$ cat config.mk
export PLATFORM = sky130hd
export DESIGN_NAME = urlencoded_query_parser
export DESIGN_NICKNAME = d
export VERILOG_FILES = /design/src/urlqp_pkg.sv /design/src/urlqp_front.sv /design/src/urlqp_queue.sv /design/src/urlqp_back.sv /design/src/urlencoded_query_parser.sv
export SDC_FILE = /design/constraint.sdc
export NUM_CORES = 1
export LEC_CHECK = 0
export ABC_AREA = 1
export BUFFER_PORTS_ARGS = -buffer_cell sky130_fd_sc_hd__buf_2
export CAP_MARGIN = 25
export CORE_MARGIN = 4
export CORE_UTILIZATION = 60
export DETAILED_ROUTE_END_ITERATION = 10
export GPL_TIMING_DRIVEN = 0
export HOLD_SLACK_MARGIN = 0.08
export PLACE_DENSITY = 0.79
export RECOVER_POWER = 25
export SKIP_LAST_GASP = 1
export SLEW_MARGIN = 20
export SYNTH_ARGS = -nofsm -noshare
export SYNTH_HDL_FRONTEND = slang
export SYNTH_SLANG_ARGS = --single-unit
$ cat constraint.sdc
create_clock -name clk -period 6.8 [get_ports clk]
set_input_delay 0.68 -clock clk [delete_from_list [all_inputs] [get_ports clk]]
set_output_delay 0.68 -clock clk [all_outputs]
set_load 0.02 [all_outputs]
$ cat src/urlqp_pkg.sv
// shared types and constants for the urlencoded query parser
`default_nettype none

package urlqp_pkg;

  // result kinds
  localparam logic [1:0] KIND_KEY   = 2'd0;
  localparam logic [1:0] KIND_VALUE = 2'd1;
  localparam logic [1:0] KIND_END   = 2'd2;

  // special characters
  localparam logic [7:0] CHAR_AMP   = 8'h26;
  localparam logic [7:0] CHAR_EQ    = 8'h3d;
  localparam logic [7:0] CHAR_PLUS  = 8'h2b;
  localparam logic [7:0] CHAR_PCT   = 8'h25;
  localparam logic [7:0] CHAR_SPACE = 8'h20;

  // default depth of the job queue between front and back
  localparam int unsigned QUEUE_DEPTH = 4;

  typedef struct packed {
    logic [7:0] in_byte;
    logic       in_last;
  } in_item_t;

  typedef struct packed {
    logic [7:0] out_byte;
    logic [1:0] out_kind;
    logic       pair_ok;
    logic       string_done;
  } out_item_t;

  // work for the back end: an optional byte result, then an optional pair end
  typedef struct packed {
    logic       has_byte;
    logic [7:0] byte_val;
    logic [1:0] byte_kind;
    logic       has_end;
    logic       pair_ok;
    logic       string_done;
  } job_t;

endpackage

`default_nettype wire

$ cat src/urlqp_front.sv
// front end: classifies each input byte and builds a job for the back end
`default_nettype none

module urlqp_front (
  input  wire logic               clk,
  input  wire logic               rst,
  input  wire logic               byte_valid,
  output logic                    byte_stall,
  input  wire urlqp_pkg::in_item_t byte_data,
  output logic                    job_push,
  output urlqp_pkg::job_t         job,
  input  wire logic               job_full
);

  typedef enum logic [1:0] {
    PH_KEY   = 2'd0,
    PH_VALUE = 2'd1,
    PH_PCT   = 2'd2,
    PH_DIGIT = 2'd3
  } phase_t;

  phase_t     phase, phase_next;
  logic [3:0] high_nibble, high_nibble_next;
  logic       value_seen, value_seen_next;
  logic       take;
  logic       dig_ok;
  logic [3:0] dig_val;

  // hex digit check: digits 0-9 and letters a-f and A-F only
  function automatic logic [4:0] hex_decode(input logic [7:0] b);
    logic [7:0] t;
    t = 8'd0;
    if (b >= 8'h30 && b <= 8'h39) begin
      t = b - 8'h30;
      return {1'b1, t[3:0]};
    end else if (b >= 8'h61 && b <= 8'h66) begin
      t = b - 8'h57;
      return {1'b1, t[3:0]};
    end else if (b >= 8'h41 && b <= 8'h46) begin
      t = b - 8'h37;
      return {1'b1, t[3:0]};
    end
    return 5'd0;
  endfunction

  assign byte_stall = job_full;
  assign take       = byte_valid && !job_full;
  assign {dig_ok, dig_val} = hex_decode(byte_data.in_byte);

  always_comb begin
    phase_next       = phase;
    high_nibble_next = high_nibble;
    value_seen_next  = value_seen;
    job              = '0;
    if (byte_data.in_byte == urlqp_pkg::CHAR_AMP) begin
      job.has_end     = 1'b1;
      job.pair_ok     = (phase != PH_KEY) && value_seen;
      job.string_done = byte_data.in_last;
      phase_next       = PH_KEY;
      high_nibble_next = 4'd0;
      value_seen_next  = 1'b0;
    end else begin
      unique case (phase)
        PH_KEY: begin
          if (byte_data.in_byte == urlqp_pkg::CHAR_EQ) begin
            phase_next = PH_VALUE;
          end else begin
            job.has_byte  = 1'b1;
            job.byte_val  = byte_data.in_byte;
            job.byte_kind = urlqp_pkg::KIND_KEY;
          end
        end
        PH_VALUE: begin
          value_seen_next = 1'b1;
          job.byte_kind   = urlqp_pkg::KIND_VALUE;
          if (byte_data.in_byte == urlqp_pkg::CHAR_PLUS) begin
            job.has_byte = 1'b1;
            job.byte_val = urlqp_pkg::CHAR_SPACE;
          end else if (byte_data.in_byte == urlqp_pkg::CHAR_PCT) begin
            phase_next = PH_PCT;
          end else begin
            job.has_byte = 1'b1;
            job.byte_val = byte_data.in_byte;
          end
        end
        PH_PCT: begin
          value_seen_next = 1'b1;
          if (dig_ok) begin
            high_nibble_next = dig_val;
            phase_next       = PH_DIGIT;
          end else begin
            phase_next = PH_VALUE;
          end
        end
        PH_DIGIT: begin
          value_seen_next  = 1'b1;
          job.has_byte     = dig_ok;
          job.byte_val     = {high_nibble, dig_val};
          job.byte_kind    = urlqp_pkg::KIND_VALUE;
          high_nibble_next = 4'd0;
          phase_next       = PH_VALUE;
        end
        default: phase_next = PH_KEY;
      endcase
      // last byte closes the pair after its own handling
      if (byte_data.in_last) begin
        job.has_end      = 1'b1;
        job.pair_ok      = (phase_next != PH_KEY) && value_seen_next;
        job.string_done  = 1'b1;
        phase_next       = PH_KEY;
        high_nibble_next = 4'd0;
        value_seen_next  = 1'b0;
      end
    end
  end

  // bytes with no result never enter the queue
  assign job_push = take && (job.has_byte || job.has_end);

  always_ff @(posedge clk) begin
    if (rst) begin
      phase       <= PH_KEY;
      high_nibble <= 4'd0;
      value_seen  <= 1'b0;
    end else if (take) begin
      phase       <= phase_next;
      high_nibble <= high_nibble_next;
      value_seen  <= value_seen_next;
    end
  end

endmodule

`default_nettype wire

$ cat src/urlqp_queue.sv
// short job queue between front and back end
`default_nettype none

module urlqp_queue #(
  parameter int unsigned DEPTH = urlqp_pkg::QUEUE_DEPTH
) (
  input  wire logic             clk,
  input  wire logic             rst,
  input  wire logic             push,
  input  wire urlqp_pkg::job_t  push_job,
  output logic                  full,
  input  wire logic             pop,
  output urlqp_pkg::job_t       head_job,
  output logic                  empty
);

  localparam int unsigned PW = (DEPTH > 1) ? $clog2(DEPTH) : 1;
  localparam int unsigned CW = $clog2(DEPTH + 1);

  urlqp_pkg::job_t slots [DEPTH];
  logic [PW-1:0]   wr_ptr, rd_ptr;
  logic [CW-1:0]   count;
  logic            do_push, do_pop;

  assign full     = (count == CW'(DEPTH));
  assign empty    = (count == '0);
  assign do_push  = push && !full;
  assign do_pop   = pop && !empty;
  assign head_job = slots[rd_ptr];

  always_ff @(posedge clk) begin
    if (do_push) begin
      slots[wr_ptr] <= push_job;
    end
  end

  always_ff @(posedge clk) begin
    if (rst) begin
      wr_ptr <= '0;
      rd_ptr <= '0;
      count  <= '0;
    end else begin
      if (do_push) begin
        wr_ptr <= (wr_ptr == PW'(DEPTH - 1)) ? '0 : wr_ptr + 1'b1;
      end
      if (do_pop) begin
        rd_ptr <= (rd_ptr == PW'(DEPTH - 1)) ? '0 : rd_ptr + 1'b1;
      end
      if (do_push && !do_pop) begin
        count <= count + 1'b1;
      end else if (do_pop && !do_push) begin
        count <= count - 1'b1;
      end
    end
  end

endmodule

`default_nettype wire

$ cat src/urlqp_back.sv
// back end: turns queued jobs into results through one output register
`default_nettype none

module urlqp_back (
  input  wire logic              clk,
  input  wire logic              rst,
  input  wire urlqp_pkg::job_t   head_job,
  input  wire logic              job_empty,
  output logic                   job_pop,
  output logic                   res_valid,
  input  wire logic              res_stall,
  output urlqp_pkg::out_item_t   res_data
);

  logic                 byte_sent;
  logic                 load;
  logic                 emit_byte;
  urlqp_pkg::out_item_t res_next;

  assign load      = !res_valid || !res_stall;
  assign emit_byte = head_job.has_byte && !byte_sent;
  // pop once the last result of the head job goes out
  assign job_pop   = load && !job_empty && !(emit_byte && head_job.has_end);

  always_comb begin
    res_next = '0;
    if (emit_byte) begin
      res_next.out_byte = head_job.byte_val;
      res_next.out_kind = head_job.byte_kind;
    end else begin
      res_next.out_kind    = urlqp_pkg::KIND_END;
      res_next.pair_ok     = head_job.pair_ok;
      res_next.string_done = head_job.string_done;
    end
  end

  always_ff @(posedge clk) begin
    if (rst) begin
      res_valid <= 1'b0;
      byte_sent <= 1'b0;
    end else if (load) begin
      res_valid <= !job_empty;
      if (!job_empty) begin
        res_data  <= res_next;
        byte_sent <= emit_byte && head_job.has_end;
      end
    end
  end

endmodule

`default_nettype wire

$ cat src/urlencoded_query_parser.sv
// top level of the urlencoded query parser
`default_nettype none

// splits a form-urlencoded string, one byte per request, into key bytes,
// decoded value bytes and pair-end results. the front end takes one request
// per cycle while the job queue is not full and keeps the parse state (key,
// value, after '%', after first hex digit); the back end drains a short job
// queue through one output register. a byte that yields a byte result plus
// a pair end (the last byte of a string) sends two results, byte first,
// through the single output register of the back end, and the queue of
// QUEUE_DEPTH jobs absorbs those. bytes that yield nothing ('=' in a key,
// '%', the first escape digit, a bad escape digit) never reach the queue.
// a request's first result is registered in a queue slot and then in the
// output register. no clearing pass after reset.
module urlencoded_query_parser #(
  parameter int unsigned QUEUE_DEPTH = urlqp_pkg::QUEUE_DEPTH
) (
  input  wire logic                 clk,
  input  wire logic                 rst,
  // request channel
  input  wire logic                 byte_valid,
  output logic                      byte_stall,
  input  wire urlqp_pkg::in_item_t  byte_data,
  // result channel
  output logic                      res_valid,
  input  wire logic                 res_stall,
  output urlqp_pkg::out_item_t      res_data
);

  // jobs from front to back
  logic            job_push;
  urlqp_pkg::job_t job_in;
  logic            job_full;
  logic            job_pop;
  urlqp_pkg::job_t job_head;
  logic            job_empty;

  // classify the request and update the parse state
  urlqp_front u_front (
    .clk        (clk),
    .rst        (rst),
    .byte_valid (byte_valid),
    .byte_stall (byte_stall),
    .byte_data  (byte_data),
    .job_push   (job_push),
    .job        (job_in),
    .job_full   (job_full)
  );

  // decouples input stalls from output stalls
  urlqp_queue #(
    .DEPTH (QUEUE_DEPTH)
  ) u_queue (
    .clk      (clk),
    .rst      (rst),
    .push     (job_push),
    .push_job (job_in),
    .full     (job_full),
    .pop      (job_pop),
    .head_job (job_head),
    .empty    (job_empty)
  );

  // emits byte result first, then pair end
  urlqp_back u_back (
    .clk       (clk),
    .rst       (rst),
    .head_job  (job_head),
    .job_empty (job_empty),
    .job_pop   (job_pop),
    .res_valid (res_valid),
    .res_stall (res_stall),
    .res_data  (res_data)
  );

endmodule

`default_nettype wire
Yosys cells after proc, flatten, opt, wreduce, memory -nomap -nowiden. Memories as Yosys holds them, arrays and structs flattened. A register that Yosys moved wholly into a read port is not among the register bits. Cells that the tools add are included.

Memories kept: 1. Memory bits (writable): 56. Input bits: 13. Output and inout port bits: 14. Logic and storage cells: 112. Flip-flop bits (word level): 28.

Bitwise operators: 2. Add/subtract/negate cells: 7. Muxes and demuxes: 38. Magnitude comparators: 6. Equality and inequality tests: 11. Reductions and logical operators: 35.

Memory list: u_queue.slots (words 4, bits a word 14, rd ports 1, clocked after Yosys merged registers in 1, wr ports 1, RTL line urlqp_queue.sv:20) `urlqp_pkg::job_t slots [DEPTH];`.

Operators by type and width (count): case mux 11 bit (3 select lines) (1); == test 8 x 6 -> 1 bit, second input constant (4); 2-to-1 mux 11 bit (2); 2-to-1 mux 2 bit (11); 2-to-1 mux 5 bit (4); 2-to-1 mux 9 bit (2); >= comparator 8 x 7 -> 1 bit, second input constant (2); <= comparator 8 x 7 -> 1 bit, second input constant (2); logical AND 1 bit (15); 2-to-1 mux 3 bit (4); 2-to-1 mux 4 bit (3); 2-to-1 mux 1 bit (9); == test 2 bit, second input constant (4); >= comparator 8 x 6 -> 1 bit, second input constant (1); <= comparator 8 x 6 -> 1 bit, second input constant (1); logical NOT 1 bit (8); case mux 2 bit (4 select lines) (1); case mux 4 bit (2 select lines) (1); subtractor 4 x 3 -> 4 bit, second input constant (2); AND reduction 3 bit (2); nonzero test 2 bit (3); adder 2 x 1 -> 2 bit, second input constant (2); != test 4 x 2 -> 1 bit, second input constant (1); nonzero test 4 bit (1); other kinds (11) (13).

Longest topological paths before layout. Gate-level depths: netlist of the first run.

Depth after elaboration: 20. Mapped depth: 21. Mapped depth without buffers: 21.

Hierarchy. A second synthesis of the first run with hierarchy kept.

Cells, all modules: 430. Area total of the unflattened synthesis: 4316.6 µm².

Modules (own cells, without submodules): urlqp_queue (cells an instance 206, area each 2722.6 µm², instances 1, sequential area each 1861.8 µm²); urlqp_front (cells an instance 169, area each 1016.0 µm², instances 1, sequential area each 140.1 µm²); urlqp_back (cells an instance 55, area each 578.1 µm², instances 1, sequential area each 400.4 µm²).

Least setup slack after synthesis of the first run. Ideal clock, no wire load.

Path kind: input-to-reg. Start point: input port byte_data[2] in the netlist's numbering. End point: register u_queue.count[2]. Stages on the path: 20. Arrival: 2.568 ns. Data required time: 6.730 ns. Library setup time: 0.070 ns. Buffers on the path: 0. Setup slack: 4.162 ns. Cell sequence: inv_1 > ha_1 > inv_1 > nand4_1 > nand3_2 > nand2_4 > nand2_2 > nand2_1 > nand2_1 > nand2_2 > nand2_4 > inv_1 > ha_1 > inv_1 > fa_1 > nor2_1 > nor2_1 > nand2_1 > o21ai_0 > a21oi_1.

Longest elaborated chain between the ends: 14. Elaborated cells between the ends (all ways): 33. Those cells by class: 6 x order compare; 4 x eq/ne; 13 x mux; 10 x reduce/logical.

RTL lines: start: declaration (RTL line urlencoded_query_parser.sv:23) `input wire urlqp_pkg::in_item_t byte_data,`; >= comparator 8 x 7 -> 1 bit / <= comparator 8 x 7 -> 1 bit (equally long branches) (RTL line urlqp_front.sv:39) `end else if (b >= 8'h41 && b <= 8'h46) begin`; logical AND 1 bit (RTL line urlqp_front.sv:39); 2-to-1 mux 1 bit (RTL line urlqp_front.sv:39); 2-to-1 mux 1 bit (RTL line urlqp_front.sv:36) `end else if (b >= 8'h61 && b <= 8'h66) begin`; 2-to-1 mux 1 bit (RTL line urlqp_front.sv:33) `if (b >= 8'h30 && b <= 8'h39) begin`; 2-to-1 mux 5 bit (RTL line urlqp_front.sv:43) `return 5'd0;`; case mux 11 bit (3 select lines) (RTL line urlqp_front.sv:63) `unique case (phase)`; 2-to-1 mux 11 bit (RTL line urlqp_front.sv:55) `if (byte_data.in_byte == urlqp_pkg::CHAR_AMP) begin`; logical OR 1 bit (*) (RTL line urlqp_front.sv:118) `assign job_push = take && (job.has_byte || job.has_end);`; logical AND 1 bit (*) (RTL line urlqp_front.sv:118); logical AND 1 bit (*) (RTL line urlqp_queue.sv:27) `assign do_push = push && !full;`; net u_queue.do_push (RTL line urlqp_queue.sv:23) `logic do_push, do_pop;`; logical NOT 1 bit (RTL line urlqp_queue.sv:51) `end else if (do_pop && !do_push) begin`; logical AND 1 bit (RTL line urlqp_queue.sv:51); nonzero test 2 bit (no line); end signal: assignment (RTL line urlqp_queue.sv:50) `count <= count + 1'b1;`; end signal: assignment (RTL line urlqp_queue.sv:52) `count <= count - 1'b1;`; end: declaration (RTL line urlqp_queue.sv:22) `logic [CW-1:0] count;`.

The timed path passes the listed nets; every way through them passes the cells marked *. A chain may end at the register's enable or synchronous reset.

Worst setup path in the final report of the first run.
Start point: input port byte_data[1] in the netlist's numbering. End point: register u_queue.count[2].

Same word-level chain as after synthesis.

==> results of run 1 <==
==> layout by cell type (no fill, tap or decap) <==
| master | count |
|---|---|
| nand3_2 | 1 |
| o21ai_0 | 38 |
| dfxtp_1 | 18 |
| o211ai_1 | 1 |
| a31o_2 | 1 |
| buf_6 | 1 |
| fa_1 | 1 |
| clkbuf_16 | 3 |
| o31ai_1 | 1 |
| nand3_1 | 2 |
| clkbuf_1 | 22 |
| a21oi_1 | 27 |
| clkinv_1 | 2 |
| buf_2 | 14 |
| nand3b_1 | 1 |
| o22ai_1 | 3 |
| a32oi_1 | 1 |
| nand4_1 | 3 |
| a21bo_2 | 1 |
| ha_1 | 11 |
| inv_2 | 3 |
| buf_4 | 1 |
| nor2_4 | 1 |
| clkinvlp_4 | 1 |
| clkinv_2 | 1 |
| nand3_4 | 1 |
| nand2_2 | 5 |
| nor2_1 | 82 |
| nand2_4 | 2 |
| xor2_1 | 2 |
| o21ai_1 | 3 |
| o21a_1 | 1 |
| nand2_1 | 53 |
| mux2i_1 | 1 |
| nor3_2 | 1 |
| edfxtp_1 | 64 |
| clkbuf_8 | 9 |
| inv_1 | 42 |
| nor2_2 | 4 |
==> cells in the mapped netlist <==
library cell | n | area [um^2]
nand2_4 | 3 | 33.8
nor2_4 | 1 | 11.3
mux2i_1 | 1 | 10.0
clkinv_1 | 1 | 3.75
nor3_2 | 1 | 10.0
xor2_1 | 2 | 17.5
buf_2 | 3 | 15.0
a32oi_1 | 1 | 8.76
o21ai_0 | 38 | 190
o21ai_1 | 3 | 15.0
nor2_2 | 1 | 6.26
inv_2 | 4 | 15.0
nand3_4 | 1 | 17.5
o31ai_1 | 1 | 7.51
fa_1 | 1 | 20.0
ha_1 | 11 | 138
nand3_1 | 2 | 10.0
inv_1 | 41 | 154
nand2_1 | 51 | 191
dfxtp_1 | 18 | 360
nand4_1 | 3 | 18.8
o211ai_1 | 1 | 7.51
a31o_2 | 1 | 8.76
nand3b_1 | 1 | 7.51
nor2_1 | 85 | 319
a21bo_2 | 1 | 10.0
edfxtp_1 | 64 | 1920
nand2_2 | 6 | 37.5
o21a_1 | 1 | 7.51
a21oi_1 | 27 | 135
o22ai_1 | 3 | 18.8
clkbuf_1 | 6 | 22.5
nand3_2 | 1 | 10.0
==> worst paths after layout <==
kind	start	to	slack, ns	cells after the start
min reg2reg	u_front.high_nibble[0]$_SDFFE_PP0P_	u_front.high_nibble[0]$_SDFFE_PP0P_	0.47	2
max reg2reg	flip-flop	u_queue.count[2]$_SDFFE_PP0P_	4.16	16
max	byte_data[1]	u_queue.count[2]$_SDFFE_PP0P_	3.90	20
min	u_front.high_nibble[0]$_SDFFE_PP0P_	u_front.high_nibble[0]$_SDFFE_PP0P_	0.47	2
==> routing by layer <==
layer	share of wire	vias up	wire length [um]	global-route usage
met5	0	-	0	0
met2	0.50	88	3790	0.369
li1	-	1354	-	-
met1	0.42	1233	3170	0.246
met3	0.063	14	477	0.0520
met4	0.017	0	130	0.105
==> metrics by stage <==
stage | util | hold WS [ns]
after CTS | 0.705 | 0.470
after floorplan | - | 0.429
after detailed placement | 0.668 | 0.460
final | 0.701 | 0.472
after global placement | 0.665 | 0.455
after global routing | 0.701 | 0.486
==> registers in the layout (all words and copies together) (netlist names), named ones only <==
signal / count
u_queue.count: 3
u_back.res_data: 12
u_queue.rd_ptr: 2
u_front.value_seen: 1
u_queue.wr_ptr: 2
u_front.high_nibble: 4
u_back.res_valid: 1
u_queue.slots: 52
u_front.phase: 2
u_back.byte_sent: 1
==> report_power, final <==
part	internal [mW]	switching (mW)	leakage [nW]
clock	0.198	0.168	0.108
combinational	0.143	0.350	0.838
sequential	0.650	0.0303	0.729
==> logic make-up (layout without fill, tap and decap cells) <==
| kind of cell | count (synthesis) | count (layout) | share of synthesized area |
|---|---|---|---|
| AOI/OAI and AO/OA | 77 | 77 | 0.109 |
| muxes | 1 | 1 | 0.00266 |
| DFF | 82 | 82 | 0.607 |
| and+or+nand+nor | 156 | 156 | 0.179 |
| xor gates and xnor gates | 2 | 2 | 0.00466 |
| adders and majority gates | 12 | 12 | 0.0419 |
| buffers and inverters | 55 | 99 | 0.0559 |
==> area by class of cell <==
type / instances / area (um^2) / area share
buffer: 9 / 37.5 / 0.00894
clock buffer: 13 / 203 / 0.0483
clock inverter: 3 / 16.3 / 0.00387
inverter: 46 / 173 / 0.0411
multi-input combinational: 248 / 1260 / 0.301
sequential: 82 / 2280 / 0.543
tap: 75 / 93.8 / 0.0223
timing repair buffer: 28 / 130 / 0.0310
==> critical path, delay by kind of cell <==
family / cells / cell delay, ns
fa+ha+maj: 3 / 0.73
compound gates: 2 / 0.19
simple gates: 9 / 0.83
buf+inv: 6 / 0.73
==> run metrics, run 1 <==
status finished, final reports clean; Routed Wire Length 7.57 mm; CTS clk-pin slew, worst paths 0.07 ns; Area Growth Syn to Fin 11.7%; Peak VDD IR 0.206 mV; Tmin final 2.90 ns; initial antenna violation count 0; Clock Latency Late Sink 0.35 ns; DR vias/cell 5.34; Slowest cell on crit path fa_1; syn avg cell area 9.77 um^2; share of layout cells above drive strength 1 0.117; Layout Nets 449; Post-Syn Nets 410; Critical Path RT 7.09 ns; CP max stage delay 0.38 ns; CTS tree built; post-CTS setup buffers 0; hpwl dp 5.20 mm; cts bufs inserted 9; Worst Hold Class reg -> reg; Longest Clk Path Bufs 2; CORE AREA 0.00599 mm^2; cells after synthesis 385; non-filler cells in the finished layout 504; drt drc 0; Final Cell Area 0.00420 mm^2; slew margin rel. 0.468; Worst Path Max Fanout 9; Setup Crit Path Kind in -> reg; area of the die 0.00760 mm^2; count of distinct cell types in the synthesized netlist 33; crit-path cells clkbuf_1 > inv_1 > ha_1 > inv_1 > nor2_1 > nand2_1 > inv_1 > nor2_1 > nand2_1 > nand2_2 > nand2_4 > inv_1 > ha_1 > inv_1 > fa_1 > nor2_1 > nor2_1 > nand2_1 > o21ai_0 > a21oi_1; largest net degree at the start of global routing 15; CTS root buf clkbuf_8; PortBufs 26; wire per inst 15.0 um; worst endpoint data arrival time 3.19 ns; Post-DP Area 0.00400 mm^2; startpoint types primary input; Clock Sink Count 82; cell mode on critical path inv_1; final period utilization 0.426; gp weighted congestion 0.915; post-cts sizing count 0; CTS hold repair buffers 0; total gr overflow 0; Final Worst Setup Slack 3.90 ns; DP Worst Slack 3.73 ns; die width 87.2 um; # setup viols final 0; Fill cells 445; Starting Density 0.628; vias in the first global route 2708; I/O pins 27; GRT Util Overall 0.213; max cap viols 0; Setup crit end kind flip-flop; Slew @ Worst Pin 0.797 ns; final hold violation count 0; Fmax achieved 0.345 GHz; final slew viol count 0; synthesized cell area 0.00376 mm^2; Die Y 87.2 um; first drt pass iteration count 5; antenna fix cells 0; Placed Instances 487; Detail Route Antenna Nets 0; # rows 28; Yosys warnings 0; Yosys reg bits 82; Leak 1.68 nW; first-pass GRT wire length 12.2 mm; detailed-route via count 2689; 1st-iter DRT viols 161; skew final 0.00779 ns; Fin Setup TNS 0 ns; unrepaired setup endpoints after global routing no; pwr dens 366 mW/mm^2; Tot Pwr 1.54 mW; CTS HTree Levels 3; sequential area share after synthesis 0.607
Note: power is estimated with default switching activity, not from simulation.
==> inputs of run 2 (changes only) <==
==> constraint.sdc (replaced) <==
create_clock -name clk -period 2.79 [get_ports clk]
set_input_delay 0.279 -clock clk [delete_from_list [all_inputs] [get_ports clk]]
set_output_delay 0.279 -clock clk [all_outputs]
set_load 0.02 [all_outputs]
==> run metrics, run 2 (synthesis results as in run 1) <==
Clock Latency Late Sink 0.36 ns; final period utilization 0.899; Worst Path Max Fanout 9; detailed-route via count 2703; drt drc 0; hpwl dp 5.20 mm; PortBufs 26; vias in the first global route 2708; Area Growth Syn to Fin 12.0%; die width 87.2 um; Slew @ Worst Pin 0.794 ns; Final Cell Area 0.00421 mm^2; Setup crit end kind flip-flop; WHS 0.213 ns; status finished, final reports clean; Post-DP Area 0.00400 mm^2; antenna fix cells 0; most frequent cells in the layout nor2_1 (82), edfxtp_1 (64), nand2_1 (53), inv_1 (41), o21ai_0 (37); CTS clk-pin slew, worst paths 0.08 ns; DR vias/cell 5.35; cts bufs inserted 9; Fill cells 442; # setup viols final 0; CTS HTree Levels 3; first-pass GRT wire length 12.2 mm; wire per inst 15.0 um; skew final 0.0101 ns; GRT Util Overall 0.213; Detail Route Antenna Nets 0; first drt pass iteration count 5; Fin Setup TNS 0 ns; CTS root buf clkbuf_8; gp weighted congestion 0.915; Final Core Density 0.703; Setup Crit Path Kind reg -> reg; Fmax achieved 0.399 GHz; most common cell after layout, fill and taps aside nor2_1; unrepaired setup endpoints after global routing no; Leak 1.68 nW; share of layout cells above drive strength 1 0.123; CORE AREA 0.00599 mm^2; Peak VDD IR 0.521 mV; Routed Wire Length 7.57 mm; Critical Path RT 3.08 ns; slew margin rel. 0.470; pwr dens 897 mW/mm^2; Layout Nets 450; Largest Register u_queue.slots; final slew viol count 0; area of the die 0.00760 mm^2; Longest Clk Path Bufs 2; Starting Density 0.628; I/O pins 27; max cap viols 0; Clock Sink Count 82; Die Y 87.2 um; # rows 28; Tmin final 2.51 ns; total gr overflow 0; largest net degree at the start of global routing 15; Worst Hold Class in -> reg; 1st-iter DRT viols 218; DP Worst Slack 0.124 ns; final hold violation count 0; initial antenna violation count 0; worst endpoint data arrival time 2.80 ns; biggest regs u_queue.slots: 52 flops, u_back.res_data: 12 flops, u_front.high_nibble: 4 flops; max reg flops 52; startpoint types flip-flop; CTS tree built; Final Worst Setup Slack 0.282 ns
-- run 2: cell count changes in the layout (fill, tap and decap cells not counted), sizes merged --
cell | previous run | this run
inv | 45 | 44
buf | 16 | 18
clkinvlp | 1 | 2
clkbuf | 34 | 33
-- run 2: routing by layer --
layer / GRT usage / routed length [um]
met3: 0.0520 / 496
met4: 0.105 / 155
met5: 0 / 0
met1: 0.246 / 3150
met2: 0.369 / 3760
-- run 2: final cells by class --
| class | instances | area [um^2] | area share |
|---|---|---|---|
| Clock inverter | 3 | 16.3 | 0.00386 |
| Timing Repair Buffer | 29 | 139 | 0.0330 |
| Buffer | 9 | 37.5 | 0.00891 |
| Tap cell | 75 | 93.8 | 0.0223 |
| Inverter | 46 | 176 | 0.0419 |
| Sequential cell | 82 | 2280 | 0.542 |
| Multi-Input combinational cell | 248 | 1260 | 0.300 |
| Clock buffer | 13 | 203 | 0.0481 |
-- run 2: what timing repair did --
action                     4_1_cts  5_1_grt
setup buffers                    0        1
hold buffers                     0        0
setup endpoints to repair        0        1
gates resized for setup          0        2
-- run 2: critical path, stage by stage, from the launching register on --
cell and delay [ns]:
dfxtp_1 0.30, buf_2 0.17, clkinvlp_4 0.16, o21ai_0 0.12
o22ai_1 0.14, inv_1 0.05, nor2_1 0.17, o21ai_0 0.16
nand2_1 0.14, ha_1 0.16, inv_1 0.07, fa_1 0.38
nor2_1 0.11, nor2_1 0.05, nand2_1 0.08, o21ai_0 0.08
a21oi_1 0.11
-- run 2: final timing paths --
path | slack (ns) | cells after the start | endpoint | from
setup / recovery | 0.28 | 16 | u_queue.count[2]$_SDFFE_PP0P_ | flip-flop
hold / removal | 0.21 | 2 | u_front.value_seen$_SDFFE_PP0P_ | rst
setup reg to reg | 0.28 | 16 | u_queue.count[2]$_SDFFE_PP0P_ | flip-flop
hold reg to reg | 0.47 | 2 | u_front.high_nibble[0]$_SDFFE_PP0P_ | u_front.high_nibble[0]$_SDFFE_PP0P_
-- run 2: per-stage QoR --
stage               power, mW  instances
floorplan                2.50        385
global placement         2.79        486
detailed placement       2.87        487
CTS                      3.75        503
global route             3.97        505
finish                   3.78        505
-- run 2: power breakdown --
group | switching, mW | internal (mW) | total, mW
clock | 0.417 | 0.482 | 0.899
combinational | 0.857 | 0.366 | 1.22
sequential | 0.0731 | 1.58 | 1.66
total | 1.35 | 2.43 | 3.78
